$ cat config.mk
export PLATFORM = sky130hd
export DESIGN_NAME = cau_div_cell
export DESIGN_NICKNAME = d
export VERILOG_FILES = /design/src/rtl/core/cau_pkg.sv /design/src/rtl/core/cau_div_cell.sv
export SDC_FILE = /design/constraint.sdc
export NUM_CORES = 1
export LEC_CHECK = 0
export BUFFER_PORTS_ARGS = -buffer_cell sky130_fd_sc_hd__buf_4
export CAP_MARGIN = 20
export CORE_UTILIZATION = 50
export DETAILED_ROUTE_END_ITERATION = 12
export GPL_TIMING_DRIVEN = 0
export PLACE_DENSITY_LB_ADDON = 0.25
export SYNTH_ARGS = -nofsm -noshare
export SYNTH_HDL_FRONTEND = slang
export SYNTH_SLANG_ARGS = --single-unit
$ cat constraint.sdc
create_clock -name i_clk -period 2.96 [get_ports i_clk]
set_input_delay 0.296 -clock i_clk [delete_from_list [all_inputs] [get_ports i_clk]]
set_output_delay 0.296 -clock i_clk [all_outputs]
set_load 0.03 [all_outputs]
$ cat src/rtl/core/cau_pkg.sv
package cau_pkg;

    typedef enum logic [1:0] {
        K_ADD = 2'd0,
        K_SUB = 2'd1,
        K_MUL = 2'd2,
        K_DIV = 2'd3
    } t_kind;

    typedef struct packed {
        logic valid;
        logic is_div;
        logic dz;
        logic neg_r;
        logic neg_i;
        logic ovf_r;
        logic ovf_i;
    } t_ctl;

endpackage

$ cat src/rtl/core/cau_div_cell.sv
module cau_div_cell import cau_pkg::*; #(
    parameter int DW = 32,
    parameter int QW = 17
) (
    input  logic          i_clk,
    input  logic          i_rst_n,
    input  logic          i_en,
    input  t_ctl          i_ctl,
    input  logic [DW-1:0] i_den,
    input  logic [DW-1:0] i_rem_r,
    input  logic [QW-1:0] i_nq_r,
    input  logic [DW-1:0] i_rem_i,
    input  logic [QW-1:0] i_nq_i,
    output t_ctl          o_ctl,
    output logic [DW-1:0] o_den,
    output logic [DW-1:0] o_rem_r,
    output logic [QW-1:0] o_nq_r,
    output logic [DW-1:0] o_rem_i,
    output logic [QW-1:0] o_nq_i
);

    t_ctl          r_ctl;
    logic [DW-1:0] r_den;
    logic [DW-1:0] r_rem_r;
    logic [QW-1:0] r_nq_r;
    logic [DW-1:0] r_rem_i;
    logic [QW-1:0] r_nq_i;

    logic [DW:0]   t_r;
    logic [DW:0]   t_i;
    logic          ge_r;
    logic          ge_i;
    logic [DW-1:0] n_rem_r;
    logic [DW-1:0] n_rem_i;

    // one restoring quotient bit per lane
    always_comb begin
        t_r     = {i_rem_r, i_nq_r[QW-1]};
        t_i     = {i_rem_i, i_nq_i[QW-1]};
        ge_r    = t_r >= {1'b0, i_den};
        ge_i    = t_i >= {1'b0, i_den};
        n_rem_r = ge_r ? DW'(t_r - {1'b0, i_den}) : t_r[DW-1:0];
        n_rem_i = ge_i ? DW'(t_i - {1'b0, i_den}) : t_i[DW-1:0];
    end

    always_ff @(posedge i_clk) begin
        if (!i_rst_n) begin
            r_ctl <= '0;
        end else if (i_en) begin
            r_ctl <= i_ctl;
        end
    end

    always_ff @(posedge i_clk) begin
        if (i_en) begin
            r_den   <= i_den;
            r_rem_r <= n_rem_r;
            r_rem_i <= n_rem_i;
            r_nq_r  <= {i_nq_r[QW-2:0], ge_r};
            r_nq_i  <= {i_nq_i[QW-2:0], ge_i};
        end
    end

    assign o_ctl   = r_ctl;
    assign o_den   = r_den;
    assign o_rem_r = r_rem_r;
    assign o_nq_r  = r_nq_r;
    assign o_rem_i = r_rem_i;
    assign o_nq_i  = r_nq_i;

endmodule

==> flow_metrics.py <==
metrics = {
    "drt": {
        "first_pass_iters": 6,
        "ant_nets": 0,
        "drt_iter0_markers": 366,
        "drt-total-wl_mm": 25.9,
        "wire_per_inst_um": 19.0,
        "drc": 0,
        "via_count": 7529,
        "viasPerCell": 5.50,
    },
    "floorplanning": {
        "io_pins": 277,
        "initial_utilization": 0.516,
        "core_mm2": 0.0175,
        "die_h_um": 136,
        "fp.dieArea_mm2": 0.0186,
        "die_width_um": 136,
        "rows": 48,
    },
    "sta": {
        "fmax_mhz": 360,
        "period_share": 0.939,
        "fin_setup_tns_ps": 0,
        "period_minus_slack_ps": 2780,
        "drv_slew": 0,
        "finalHoldViolations": 0,
        "rsz0062_at_grt": "false",
        "slew-limit-headroom": 0.419,
        "setup_viol": 0,
        "skew_ps": 0,
        "max_slew.worst_pin.slew_ps": 864,
        "fin_ws_ps": 180,
        "hold_ws_ps": 41.9,
    },
    "job": {
        "cap_violations": 0,
    },
    "final_layout": {
        "antennaDiodeCount": 0,
        "stdcell_area_mm2": 0.0120,
        "layout_common_cells": "buf_4 (281), edfxtp_1 (130), nand2_1 (83), ha_1 (64), o21ai_0 (58)",
        "drive_gt1_frac": 0.347,
        "nNetsFinal": 1337,
        "layout_commonest_cell": "buf_4",
        "fin_util": 0.688,
        "fin_cells": 1369,
        "syn_to_final_growth_pct": 33.2,
    },
    "yosys": {
        "synth_area_mm2": 0.00903,
        "ys.warnings.count": 0,
        "synth_area_per_cell_um2": 10.8,
        "synth_ff_type": "edfxtp_1",
        "async_flop_share": 0,
        "synthCells": 835,
        "synth_top_cell_area_share": 0.432,
        "synthesis.nets": 1041,
        "yosys-top-cells-area": "edfxtp_1 (43%), ha_1 (8.9%), mux2_4 (4.0%), nand2_1 (3.5%), o21ai_0 (3.2%)",
        "synth-seq-area-share": 0.448,
        "synth.distinct_cells": 76,
        "synth-edff-count": 130,
        "synth_top_area_cell": "edfxtp_1",
        "ys_seq_elements": 137,
    },
    "clock_tree": {
        "root_buffer": "clkbuf_16",
        "post-cts-setup-buffers": 0,
        "clkSinkCount": 137,
        "cts_tree": "built",
        "cts_made_buffers": 17,
        "cts-resized-gates": 0,
        "cts.clk_slew.worst_paths_ps": 60,
        "clock_path_buffers": 2,
        "clock_latency_ps": 430,
        "cts-htree-levels": 4,
        "cts_hold_buf": 0,
    },
    "critical_path": {
        "end_kind": "flop",
        "start_kind": "primary input",
        "arrival_ps": 2930,
        "cp_max_fo": 3,
        "worstPathRequired_ps": 3110,
        "crit_type": "in -> reg",
    },
    "global_route": {
        "grt_pass1_wl_mm": 38.7,
        "grt_use_total": 0.280,
        "gr-total-overflow": 0,
        "grt_max_degree": 75,
        "antenna_found_initial": 0,
        "grt_pass1_vias": 7219,
    },
    "power": {
        "power_mw": 7.05,
        "ir_worst_vdd_mv": 0.409,
        "power_density_mw_per_mm2": 586,
        "static-leakage-power_nw": 5.40,
    },
    "place": {
        "hpwl_mm": 20.4,
        "place_inst": 1337,
        "port_buffers": 276,
        "preCtsSetupSlack_ps": -162,
        "place_area_mm2": 0.0114,
        "gp_congestion": 0.905,
    },
    "run_status": {
        "status": "finished clean",
    },
    "hold_path": {
        "hold_class": "in -> reg",
    },
}
-- metal layers --
metal | GRT usage | up-vias | part of all wire
met3 | 0.0414 | 25 | 0.063
met2 | 0.491 | 299 | 0.50
met4 | 0.0704 | 0 | 0.013
li1 | - | 3693 | -
met5 | 0 | - | 0
met1 | 0.359 | 3512 | 0.42
-- cells in the mapped netlist (4+ instances only) --
cell type / instances
xnor2_1: 31
mux2_4: 24
nand4_1: 16
buf_4: 6
or3_1: 4
o21ai_1: 4
a211oi_1: 4
buf_2: 14
a21oi_1: 56
o211ai_1: 4
a31o_2: 4
a21o_1: 30
nor2b_1: 15
nor2_1: 44
buf_6: 4
ha_1: 64
o31ai_1: 5
o21a_1: 6
nand2_1: 83
inv_1: 56
nand3_1: 18
mux2i_1: 14
clkbuf_1: 4
a211o_1: 4
mux2_2: 4
nor3_1: 8
nand3b_1: 4
and3_1: 5
o21ai_0: 58
o21bai_1: 11
edfxtp_1: 130
a31oi_1: 6
dfxtp_1: 7
xor2_1: 19
-- report_power, final --
part	internal, mW	switching, mW	total [mW]
sequential	2.42	0.0643	2.48
clock	1.34	0.891	2.23
combinational	0.958	1.38	2.34
-- registers in the layout, summed over array words and instances, names as in the netlist --
register and cells:
o_nq_i 17, o_nq_r 17, o_ctl 7, o_rem_i 32, o_den 32, o_rem_r 32
-- layout make-up --
cell class,count,area (um2)
Fill cell,1343,5450
Multi-Input combinational cell,608,4520
Sequential cell,137,4040
Timing Repair Buffer,277,2100
Clock buffer,17,425
Tap cell,225,282
Buffer,34,250
Inverter,56,210
Clock inverter,15,190
-- logic make-up after synthesis --
family                     count (synthesis)  synth area share
DFF                                      137             0.448
xor gates and xnor gates                  50            0.0485
adders and majority gates                 66            0.0932
AOI/OAI and AO/OA                        231             0.181
muxes                                     42            0.0604
and+or+nand+nor                          219             0.118
buffers and inverters                     90            0.0510
-- final timing paths --
path	slack [ps]	end	start	cells past startpoint
setup / recovery	180	o_rem_r[16]$_DFFE_PP_	i_den[0]	11
hold / removal	40	o_nq_i[10]$_DFFE_PP_	i_nq_i[9]	1
setup reg to reg	2310	o_ctl[1]$_SDFFE_PN0P_	o_ctl[1]$_SDFFE_PN0P_	2
hold reg to reg	520	o_ctl[3]$_SDFFE_PN0P_	o_ctl[3]$_SDFFE_PN0P_	2
-- critical path, cell delays in order --
cell	delay, ps
buf_4	140
ha_1	230
fa_1	400
nand2b_1	180
a21oi_1	150
o21ai_0	140
nor2b_1	210
o31ai_1	710
a21oi_1	200
xnor2_1	180
o21ai_0	100
No activity file was read; power rests on OpenSTA's default activity.
